**src/rtl/lchs_pkg.sv**
```systemverilog
// Package for the lane column histogram steering core.
// Shared field widths, item layouts, register indexes, reset values and states.
// No dependencies.
package lchs_pkg;

  // Default sizes, handed to the top level as parameter defaults
  localparam int MAX_WIDTH_D  = 512;
  localparam int MAX_HEIGHT_D = 256;
  localparam int COUNT_BITS_D = 8;

  // Field widths
  localparam int GRAY_W  = 8;
  localparam int ROW_W   = 8;
  localparam int COL_W   = 9;
  localparam int POS_W   = 10;
  localparam int PEAK_W  = 8;
  localparam int DEV_W   = 11;
  localparam int THR_W   = 7;
  localparam int LIM_W   = 10;
  localparam int AWID_W  = 10;
  localparam int CTR_W   = 9;

  // Input item layout: gray, pixel_row, pixel_column (edge flag in tuser)
  localparam int IN_DATA_W   = 32;
  localparam int IN_GRAY_LSB = 0;
  localparam int IN_ROW_LSB  = 8;
  localparam int IN_COL_LSB  = 16;

  // Result item layout: lane_position, peak_count, deviation, left, right
  localparam int OUT_DATA_W    = 48;
  localparam int OUT_POS_LSB   = 0;
  localparam int OUT_PEAK_LSB  = 10;
  localparam int OUT_DEV_LSB   = 18;
  localparam int OUT_LEFT_LSB  = 29;
  localparam int OUT_RIGHT_LSB = 36;
  localparam int OUT_PAD_W     = 5;

  // Configuration port
  localparam int CFG_IDX_W  = 3;
  localparam int CFG_DATA_W = 10;

  typedef enum logic [CFG_IDX_W-1:0] {
    REG_BAND_LOW,
    REG_BAND_HIGH,
    REG_WIN_FIRST,
    REG_WIN_LAST,
    REG_POS_OFFSET,
    REG_CENTER_COL,
    REG_LOST_LIMIT,
    REG_ACTIVE_WIDTH
  } cfg_reg_t;

  // Register reset values
  localparam logic [GRAY_W-1:0] RST_BAND_LOW     = 8'd5;
  localparam logic [GRAY_W-1:0] RST_BAND_HIGH    = 8'd50;
  localparam logic [ROW_W-1:0]  RST_WIN_FIRST    = 8'd140;
  localparam logic [ROW_W-1:0]  RST_WIN_LAST     = 8'd239;
  localparam logic [7:0]        RST_POS_OFFSET   = 8'd16;
  localparam logic [CTR_W-1:0]  RST_CENTER_COL   = 9'd180;
  localparam logic [LIM_W-1:0]  RST_LOST_LIMIT   = 10'd140;
  localparam logic [AWID_W-1:0] RST_ACTIVE_WIDTH = 10'd360;

  // Thrust codes in percent
  localparam logic [THR_W-1:0] THRUST_OFF  = 7'd0;
  localparam logic [THR_W-1:0] THRUST_LOW  = 7'd20;
  localparam logic [THR_W-1:0] THRUST_HIGH = 7'd50;

  localparam logic [POS_W-1:0]  POS_MAX  = '1;
  localparam logic [PEAK_W-1:0] PEAK_MAX = '1;

  // Sequencer states
  typedef enum logic [2:0] {
    ST_CLEAR,
    ST_IDLE,
    ST_COUNT,
    ST_SCAN,
    ST_TAIL,
    ST_POS,
    ST_CALC,
    ST_PUSH
  } state_t;

endpackage

```
**src/rtl/lane_column_histogram_steer_core.sv**
```systemverilog
// Lane column histogram steering core: per-column hit counters in one memory,
// a sweep sequencer for peak search and clearing, and the steering result.
// Depends on lchs_pkg.
//
// Sequencing: a pixel item is accepted, then its counter is read-modify-written
// through the single memory port before the next pixel is taken. A frame_end
// item adds a sweep over the counter memory, then tail compare, position,
// deviation and output load, which waits while the last result is stalled.
// Reset: synchronous, active low; afterwards a clearing pass over the counter
// memory zeroes the counters with in_tready low. Config writes are always taken.
module lane_column_histogram_steer_core #(
  parameter int MAX_WIDTH  = lchs_pkg::MAX_WIDTH_D,
  parameter int MAX_HEIGHT = lchs_pkg::MAX_HEIGHT_D,
  parameter int COUNT_BITS = lchs_pkg::COUNT_BITS_D
) (
  input  logic                            clk,
  input  logic                            rst_n,
  // in_tdata: gray [7:0], pixel_row [15:8], pixel_column [24:16], zeros above
  input  logic                            in_tvalid,
  output logic                            in_tready,
  input  logic [lchs_pkg::IN_DATA_W-1:0]  in_tdata,
  input  logic                            in_tuser,   // edge_req
  input  logic                            in_tlast,   // frame_end
  // out_tdata: lane_position [9:0], peak_count [17:10], deviation [28:18],
  //            left_thrust [35:29], right_thrust [42:36], zeros above
  output logic                            out_tvalid,
  input  logic                            out_tready,
  output logic [lchs_pkg::OUT_DATA_W-1:0] out_tdata,
  output logic                            out_tuser,  // lane_lost
  // configuration write channel
  input  logic                            cfg_valid,
  output logic                            cfg_ready,
  input  logic [lchs_pkg::CFG_IDX_W-1:0]  cfg_index,
  input  logic [lchs_pkg::CFG_DATA_W-1:0] cfg_data
);
  import lchs_pkg::*;

  localparam int AW  = $clog2(MAX_WIDTH);
  localparam int SW  = AW + 1;
  localparam int WBC = $clog2(MAX_WIDTH + 1);
  localparam int WB  = (WBC > AWID_W) ? WBC : AWID_W;
  localparam int HBC = $clog2(MAX_HEIGHT + 1);
  localparam int HB  = (HBC > ROW_W) ? HBC : ROW_W;
  localparam int CW  = (AW > COL_W) ? AW : COL_W;
  localparam int SB  = ((AW > COL_W) ? AW : COL_W) + 1;
  localparam int PB  = (COUNT_BITS > PEAK_W) ? COUNT_BITS : PEAK_W;
  localparam logic [SW-1:0]         SWEEP_LAST = SW'(MAX_WIDTH - 1);
  localparam logic [COUNT_BITS-1:0] CNT_MAX    = '1;

  // Configuration registers
  logic [GRAY_W-1:0]  band_low_r, band_high_r;
  logic [ROW_W-1:0]   win_first_r, win_last_r;
  logic [7:0]         pos_offset_r;
  logic [CTR_W-1:0]   center_col_r;
  logic [LIM_W-1:0]   lost_limit_r;
  logic [AWID_W-1:0]  active_width_r;

  state_t                state_r, state_nxt;
  logic [SW-1:0]         sc_r;
  logic                  hit_r, last_r;
  logic [AW-1:0]         addr_r;
  logic                  cmp_vld_r;
  logic [AW-1:0]         cmp_col_r;
  logic [COUNT_BITS-1:0] peak_r;
  logic [AW-1:0]         peak_col_r;
  logic [POS_W-1:0]      pos_r;
  logic [DEV_W-1:0]      dev_r;
  logic                  lost_r;
  logic [THR_W-1:0]      left_r, right_r;
  logic                  out_tvalid_r;
  logic [OUT_DATA_W-1:0] out_tdata_r;
  logic                  out_tuser_r;

  // Counter memory
  logic [COUNT_BITS-1:0] cnt_mem [MAX_WIDTH];
  logic [COUNT_BITS-1:0] rd_q;
  logic                  mem_we;
  logic [AW-1:0]         mem_addr;
  logic [COUNT_BITS-1:0] mem_wdata;

  // Input field slices
  logic [GRAY_W-1:0] in_gray;
  logic [ROW_W-1:0]  in_row;
  logic [COL_W-1:0]  in_col;
  logic [CW-1:0]     in_col_ext;
  logic [AW-1:0]     in_addr;
  logic [WB-1:0]     width_eff;
  logic              in_mark, in_hit;

  assign in_gray    = in_tdata[IN_GRAY_LSB +: GRAY_W];
  assign in_row     = in_tdata[IN_ROW_LSB +: ROW_W];
  assign in_col     = in_tdata[IN_COL_LSB +: COL_W];
  assign in_col_ext = CW'(in_col);
  assign in_addr    = in_col_ext[AW-1:0];

  // Configuration writes
  assign cfg_ready = 1'b1;

  always_ff @(posedge clk) begin
    if (!rst_n) begin
      band_low_r     <= RST_BAND_LOW;
      band_high_r    <= RST_BAND_HIGH;
      win_first_r    <= RST_WIN_FIRST;
      win_last_r     <= RST_WIN_LAST;
      pos_offset_r   <= RST_POS_OFFSET;
      center_col_r   <= RST_CENTER_COL;
      lost_limit_r   <= RST_LOST_LIMIT;
      active_width_r <= RST_ACTIVE_WIDTH;
    end else if (cfg_valid) begin
      unique case (cfg_reg_t'(cfg_index))
        REG_BAND_LOW:     band_low_r     <= cfg_data[GRAY_W-1:0];
        REG_BAND_HIGH:    band_high_r    <= cfg_data[GRAY_W-1:0];
        REG_WIN_FIRST:    win_first_r    <= cfg_data[ROW_W-1:0];
        REG_WIN_LAST:     win_last_r     <= cfg_data[ROW_W-1:0];
        REG_POS_OFFSET:   pos_offset_r   <= cfg_data[7:0];
        REG_CENTER_COL:   center_col_r   <= cfg_data[CTR_W-1:0];
        REG_LOST_LIMIT:   lost_limit_r   <= cfg_data[LIM_W-1:0];
        REG_ACTIVE_WIDTH: active_width_r <= cfg_data[AWID_W-1:0];
      endcase
    end
  end

  // Effective width: zero reads as one, clipped to the counter depth
  always_comb begin
    priority if (active_width_r == '0) begin
      width_eff = WB'(1);
    end else if (WB'(active_width_r) > WB'(MAX_WIDTH)) begin
      width_eff = WB'(MAX_WIDTH);
    end else begin
      width_eff = WB'(active_width_r);
    end
  end

  // Pixel marking and window test
  assign in_mark = ((in_gray >= band_low_r) && (in_gray <= band_high_r)) || in_tuser;
  assign in_hit  = in_mark && (in_row >= win_first_r) && (in_row <= win_last_r) &&
                   (HB'(in_row) < HB'(MAX_HEIGHT)) && (WB'(in_col) < width_eff);

  // Next state
  always_comb begin
    state_nxt = state_r;
    unique case (state_r)
      ST_CLEAR: if (sc_r == SWEEP_LAST) state_nxt = ST_IDLE;
      ST_IDLE:  if (in_tvalid) state_nxt = ST_COUNT;
      ST_COUNT: state_nxt = last_r ? ST_SCAN : ST_IDLE;
      ST_SCAN:  if (sc_r == SWEEP_LAST) state_nxt = ST_TAIL;
      ST_TAIL:  state_nxt = ST_POS;
      ST_POS:   state_nxt = ST_CALC;
      ST_CALC:  state_nxt = ST_PUSH;
      ST_PUSH:  if (!out_tvalid_r || out_tready) state_nxt = ST_IDLE;
      default:  state_nxt = ST_IDLE;
    endcase
  end

  // Sequencer outputs: handshake and memory port
  always_comb begin
    in_tready = 1'b0;
    mem_we    = 1'b0;
    mem_addr  = sc_r[AW-1:0];
    mem_wdata = '0;
    unique case (state_r)
      ST_CLEAR, ST_SCAN: begin
        mem_we = 1'b1;
      end
      ST_IDLE: begin
        in_tready = 1'b1;
        mem_addr  = in_addr;
      end
      ST_COUNT: begin
        mem_we    = hit_r;
        mem_addr  = addr_r;
        mem_wdata = (rd_q == CNT_MAX) ? rd_q : rd_q + 1'b1;
      end
      default: begin
        mem_we = 1'b0;
      end
    endcase
  end

  // Memory: one write, one registered read (old data on a same-address write)
  always_ff @(posedge clk) begin
    if (mem_we) begin
      cnt_mem[mem_addr] <= mem_wdata;
    end
    rd_q <= cnt_mem[mem_addr];
  end

  // Control registers
  always_ff @(posedge clk) begin
    if (!rst_n) begin
      state_r   <= ST_CLEAR;
      sc_r      <= '0;
      cmp_vld_r <= 1'b0;
    end else begin
      state_r   <= state_nxt;
      cmp_vld_r <= (state_r == ST_SCAN);
      if ((state_r == ST_CLEAR) || (state_r == ST_SCAN)) begin
        sc_r <= (sc_r == SWEEP_LAST) ? '0 : sc_r + 1'b1;
      end
    end
  end

  // Accepted pixel
  always_ff @(posedge clk) begin
    if (in_tvalid && in_tready) begin
      hit_r  <= in_hit;
      last_r <= in_tlast;
      addr_r <= in_addr;
    end
    cmp_col_r <= sc_r[AW-1:0];
  end

  // Peak search: strict compare keeps the first column with the top count
  always_ff @(posedge clk) begin
    if (state_r == ST_COUNT) begin
      peak_r     <= '0;
      peak_col_r <= '0;
    end else if (cmp_vld_r && (WB'(cmp_col_r) < width_eff) && (rd_q > peak_r)) begin
      peak_r     <= rd_q;
      peak_col_r <= cmp_col_r;
    end
  end

  // Lane position, deviation and thrust
  logic [SB-1:0]           pos_sum;
  logic signed [DEV_W-1:0] dev_s;
  logic [DEV_W-1:0]        dev_mag;
  logic                    lost_c;
  logic [PB-1:0]           peak_ext;
  logic [PEAK_W-1:0]       peak_out;

  assign pos_sum  = SB'(peak_col_r) + SB'(pos_offset_r);
  assign dev_s    = $signed(DEV_W'(pos_r)) - $signed(DEV_W'(center_col_r));
  assign dev_mag  = dev_s[DEV_W-1] ? DEV_W'(-dev_s) : DEV_W'(dev_s);
  assign lost_c   = dev_mag > DEV_W'(lost_limit_r);
  assign peak_ext = PB'(peak_r);
  assign peak_out = (peak_ext > PB'(PEAK_MAX)) ? PEAK_MAX : peak_ext[PEAK_W-1:0];

  always_ff @(posedge clk) begin
    if (state_r == ST_POS) begin
      pos_r <= (pos_sum > SB'(POS_MAX)) ? POS_MAX : pos_sum[POS_W-1:0];
    end
    if (state_r == ST_CALC) begin
      dev_r  <= dev_s;
      lost_r <= lost_c;
      priority if (lost_c) begin
        left_r  <= THRUST_OFF;
        right_r <= THRUST_OFF;
      end else if (dev_s < 0) begin
        left_r  <= THRUST_LOW;
        right_r <= THRUST_HIGH;
      end else if (dev_s > 0) begin
        left_r  <= THRUST_HIGH;
        right_r <= THRUST_LOW;
      end else begin
        left_r  <= THRUST_HIGH;
        right_r <= THRUST_HIGH;
      end
    end
  end

  // Output register
  always_ff @(posedge clk) begin
    if (!rst_n) begin
      out_tvalid_r <= 1'b0;
    end else if ((state_r == ST_PUSH) && (!out_tvalid_r || out_tready)) begin
      out_tvalid_r <= 1'b1;
    end else if (out_tready) begin
      out_tvalid_r <= 1'b0;
    end
  end

  always_ff @(posedge clk) begin
    if ((state_r == ST_PUSH) && (!out_tvalid_r || out_tready)) begin
      out_tdata_r <= {{OUT_PAD_W{1'b0}}, right_r, left_r, dev_r, peak_out, pos_r};
      out_tuser_r <= lost_r;
    end
  end

  assign out_tvalid = out_tvalid_r;
  assign out_tdata  = out_tdata_r;
  assign out_tuser  = out_tuser_r;

endmodule

```
**config.mk**
```make
export PLATFORM = sky130hd
export DESIGN_NAME = lane_column_histogram_steer_core
export DESIGN_NICKNAME = d
export VERILOG_FILES = /design/src/rtl/lchs_pkg.sv /design/src/rtl/lane_column_histogram_steer_core.sv
export SDC_FILE = /design/constraint.sdc
export NUM_CORES = 2
export LEC_CHECK = 0
export BUFFER_PORTS_ARGS = -buffer_cell sky130_fd_sc_hd__clkbuf_2
export CORE_ASPECT_RATIO = 1.1
export CORE_MARGIN = 2
export CORE_UTILIZATION = 45
export CTS_CLUSTER_DIAMETER = 50
export DETAILED_ROUTE_END_ITERATION = 8
export PLACE_DENSITY = 0.69
export SYNTH_ARGS = -nofsm -noshare
export SYNTH_HDL_FRONTEND = slang
export SYNTH_SLANG_ARGS = --single-unit
```
**constraint.sdc**
```tcl
create_clock -name clk -period 18 [get_ports clk]
set_input_delay 1.8 -clock clk [delete_from_list [all_inputs] [get_ports clk]]
set_output_delay 1.8 -clock clk [all_outputs]
set_load 0.005 [all_outputs]
```
==> Yosys cells after proc, flatten, opt, wreduce, memory -nomap -nowiden <==
Memories as Yosys holds them, arrays and structs flattened. A register that Yosys moved wholly into a read port is not among the register bits.
Cells that the tools add are included.
{ "word_totals": {"latchBits": 0, "romBits": 0, "word_cells": 115, "ram_bits": 4096, "mem_count": 1, "ff_bits": 201} }
{ "memory_table": {"columns": ["memory", "depth", "word_bits", "rd", "rd_clocked_by_memory_dff", "wr", "line_no", "rtl"], "rows": [
  ["cnt_mem", 512, 8, 1, 1, 1, "lane_column_histogram_steer_core.sv:75", "logic [COUNT_BITS-1:0] cnt_mem [MAX_WIDTH];"]
]} }
{ "classes": {"bitwise": 0, "mux": 22, "eq_ne": 20, "div_mod_pow": 0, "n_mul": 0, "n_reduce_logical": 27, "n_shift": 0, "add_sub_neg": 5, "magnitude_cmp": 13} }
{ "op_table": {"columns": ["operator", "n"], "rows": [
  ["$mux 10", 3],
  ["$eq 3x3->1 const B", 8],
  ["$pmux 3 s8", 1],
  ["$gt 10x10->1 const B", 2],
  ["$lt 9x10->1", 2],
  ["$mux 6", 3],
  ["$pmux 9 s2", 1],
  ["$ge 8x8->1", 2],
  ["$le 8x8->1", 2],
  ["$mux 8", 2],
  ["$reduce_and 2->1", 8],
  ["$eq 3x2->1 const B", 4],
  ["$mux 3", 4],
  ["$gt 11x1->1 const B", 1],
  ["$gt 11x10->1", 1],
  ["$lt 11x1->1 const B", 1],
  ["$mux 11", 1],
  ["$neg 11->11", 1],
  ["$sub 10x9->11", 1],
  ["$add 10x1->10 const B", 1],
  ["$add 9x8->10", 1],
  ["$eq 10x9->1 const B", 1],
  ["$logic_not 10->1", 1],
  ["$add 8x1->8 const B", 1],
  ["other kinds (16)", 34]
]} }

==> Logic depth before layout (Yosys ltp) <==
{ "depth": {"word_depth": 6, "mapped_depth": 27} }

==> Least setup slack after synthesis <==
OpenSTA, ideal clock, no wires.
{ "synth_path": {"path_type": "register to register", "start": "register rd_q[0], read port of cnt_mem", "end": "memory cnt_mem[0][2] in the netlist's numbering (data pin)", "path_stages_with_launch": 3, "synth_period_minus_slack_ns": 19.080, "setup_time_ns": 3.254, "slack_ns": -1.080, "t_required_ns": 14.746, "path_buffers": 0, "arrival_time_ns": 15.826, "path_cell_list": "dfxtp_1 -> ha_1 -> a31oi_1"} }
{ "synth_between": {"elab_chain_len": 3, "word_cells_on_any_way": 4} }
{ "synth_lines": {"columns": ["item", "line_no", "rtl"], "rows": [
  ["start: declaration", "lane_column_histogram_steer_core.sv:76", "logic [COUNT_BITS-1:0] rd_q;"],
  ["$add 8x1->8 / $eq 8x8->1 (equally long branches)", "lane_column_histogram_steer_core.sv:172", "mem_wdata = (rd_q == CNT_MAX) ? rd_q : rd_q + 1'b1;"],
  ["$mux 8 (*)", "lane_column_histogram_steer_core.sv:172", null],
  ["$mux 8 (*)", "lane_column_histogram_steer_core.sv:161", "unique case (state_r)"],
  ["net mem_wdata[2]", "lane_column_histogram_steer_core.sv:79", "logic [COUNT_BITS-1:0] mem_wdata;"],
  ["end: declaration", "lane_column_histogram_steer_core.sv:75", null]
]} }
The timed path passes the listed nets; every way through them passes the cells marked *.

==> Worst setup path in the final report <==
{ "layout_path": {"start": "input in_tdata[16] in the netlist's numbering", "end": "register rd_q[3], read port of cnt_mem"} }
{ "layout_between": {"elab_chain_len": 1} }
{ "layout_lines": {"columns": ["item", "line_no", "rtl"], "rows": [
  ["start: declaration", "lane_column_histogram_steer_core.sv:21", "input logic [lchs_pkg::IN_DATA_W-1:0] in_tdata,"],
  ["$pmux 9 s2", "lane_column_histogram_steer_core.sv:161", null]
]} }
Every way passes these cells.
A chain may end at the register's enable or synchronous reset.

==> run summary <==
Final Instance Area: 0.190 mm^2
CP top delay family: simple AND/OR/NAND/NOR gates
placed insts: 15799
clk_skew: 100 ps
ys flop type: edfxtp_1
Nets: 11339
drt via density: 6.07
multi-input logic area: 0.0396 mm^2
Cell Area, Placed: 0.176 mm^2
total buffers and inverters traversed by the critical path: 4
DR iter-0 viols: 13311
CP cell instances: clkbuf_2 > nor4bb_1 > or2_1 > buf_4 > nor2_4 > buf_4 > buf_12 > mux4_2 > mux2i_1 > o22ai_1 > o31ai_1 > nand3_1 > nor4_1 > nand3_1
RSZ-0062 raised after global routing: no
Yosys cell types: 86
met1 wire length: 167000 um
worst hold path cell count: 0
PortBufs: 84
clock tree sinks: 4287
number of flops mapped to enable cells by yosys: 4169
Die Wd: 591 um
clk slew on worst S/H paths: 70 ps
endpoints failing setup: 0
Worst R2R End: rd_q[3]
share of the synthesized area in the top cell type: 0.734
Non-Filler Instances: 16578
Avg Cell Area, Syn: 15.2 um^2
kind of critical path: in -> reg
Worst R2R Start: state_r[1]
mapped cell area: 0.170 mm^2
Worst Setup End Kind: register
largest area contributor in the netlist: edfxtp_1
Met3 Wirelength: 49000 um
largest net degree at the start of global routing: 221
initial antenna violation count: 21
Static Leak: 67.2 nW
Hold Path Class: reg -> reg
Hold Startpoint: dev_r[0]
max-slew violation total from the final report: 0
post-synthesis register bit count: 4287
Seq/Total Area, Yosys: 0.748
CTS tree: done
vias in the first global route: 97803
overall routing resource usage: 0.234
CTS Buf Count: 416
I/O pin count: 104
die area: 0.384 mm^2
Hold Path End: out_tdata[18]
setup TNS: 0 ps
Final Util: 0.502
GRT Residual Overflow: 0
# fillers: 30429
starting density of the core: 0.451
CP Max Fanout: 89
Power Dens Cells: 108 mW/mm^2
RD Place Congestion: 0.897
layout cells sized above 1: 0.123
core area: 0.378 mm^2
Worst R2R Path Depth: 13
sequential cell area: 0.128 mm^2
Max VDD drop: 0.114 mV
most common cell in the synthesized netlist: edfxtp_1
Final Cycle Share: 0.425
drt first pass iters: 6
Max-slew headroom: 0.0562
DR WL/cell: 27.8 um
H-tree level count: 5
most frequent cells after synthesis: edfxtp_1, nand2_1, nand3_1
hold buffer count at CTS: 0
Resized Gates After CTS: 0
final hold viol count: 0
Fmax: 131 MHz
DR DRC count: 0
row cnt: 237
run status: complete, no violations
critical path's largest stage delay: 970 ps
CP Data Required Time: 18860 ps
Syn Inst Count: 11213
worst slew pin tran: 1420 ps
CTS root buffer: clkbuf_16
Max-Cap Viols: 0
Min Clock Period, post-route: 7650 ps
postcts setup bufs: 0
global-route wire length before repair: 665000 um
FFs w/ async S/R, synth: 0
startpoint types: primary input
Max Used Layer: met5
area delta synth->final: 11.3%
Ys Warns: 0
DP HPWL: 272000 um
WL final: 460000 um
top cells by area, synth: edfxtp_1, mux4_2, nand2_1
R2R Setup Slk: 10430 ps
Via Count: 100638
Slowest-stage cell, CP: nor4_1
Clk Latency, worst-skew pair: 1020 ps
Clock Path Buffers: 4
DR WL met2: 218000 um
Die H: 650 um
critical path arrival: 8510 ps
Antenna Violating Nets Remaining: 0
-- through the flow --
stage	power, W	worst slack [ps]	hold slack [ps]
floorplan	0.0117	129	377
global placement	0.0120	9470	402
detailed placement	0.0120	9430	407
CTS	0.0206	10480	379
global route	0.0211	10310	371
finish	0.0206	10350	392
-- state kept, by name, indices dropped and copies added, names as in the netlist, 9 cells and up --
| signal | flops |
|---|---|
| active_width_r | 10 |
| addr_r | 9 |
| center_col_r | 9 |
| cmp_col_r | 9 |
| cnt_mem | 4096 |
| dev_r | 11 |
| lost_limit_r | 10 |
| out_tdata | 34 |
| peak_col_r | 9 |
| pos_r | 10 |
| sc_r | 10 |
-- logic make-up after synthesis --
| logic type | count (synthesis) | synth area share |
|---|---|---|
| buffers and inverters | 812 | 0.0227 |
| DFF | 4287 | 0.748 |
| adders and majority gates | 89 | 0.00662 |
| AOI/OAI and AO/OA | 1057 | 0.0436 |
| muxes | 668 | 0.0687 |
| and+or+nand+nor | 4267 | 0.109 |
| xor gates and xnor gates | 31 | 0.00159 |
| other | 2 | 0.0000440 |
-- cells in the final DEF (no fill, tap or decap), types with 31 or more instances in the layout --
cell type,Yosys,routed
a211oi_1,105,104
nand3_1,1070,1068
clkbuf_16,0,424
mux4_2,396,396
ha_1,87,87
edfxtp_1,4169,4169
a21boi_0,47,47
a21oi_1,85,83
mux2_2,45,45
nor2_1,610,594
and3_1,122,122
nor3_1,47,36
clkinv_2,0,63
o211ai_1,75,75
inv_1,76,77
o21ai_0,132,127
mux2i_1,226,226
a22oi_1,74,72
o22ai_1,31,31
clkinv_1,0,69
a32oi_1,73,73
clkbuf_2,0,84
bufinv_16,0,39
a31oi_1,222,220
nand4_1,145,145
nand2_1,2143,2125
clkbuf_1,320,94
dfxtp_1,118,118
buf_4,98,183
-- per-layer routing --
layer  GRT usage  vias up
li1            -    42849
met1       0.304    50762
met2       0.375     5888
met3      0.0499     1119
met5           0        -
met4       0.118       20
-- report_power, final --
part	internal, W	switching (W)
combinational	0.000299	0.000729
sequential	0.0108	0.0000209
clock	0.00494	0.00379
total	0.0160	0.00454
-- worst max path at each step --
stage	start	to	depth (start not counted)
after floorplan	state_r[1]	cnt_mem[0][5]	7
after global placement	in_tdata[16]	rd_q[3]	14
after detailed placement	in_tdata[16]	rd_q[3]	14
after CTS	in_tdata[16]	rd_q[3]	14
after global routing	state_r[1]	rd_q[4]	13
final	in_tdata[16]	rd_q[3]	14
-- cell type report --
cell class | count | area share
clock inverters | 240 | 0.0137
flip-flops and latches | 4287 | 0.672
well taps | 5019 | 0.0331
inverters | 76 | 0.00150
repair buffers | 293 | 0.0122
diodes | 14 | 0.000185
clock buffers | 525 | 0.0583
multi-input cells | 6124 | 0.209
Note: power is estimated with default switching activity, not from simulation.
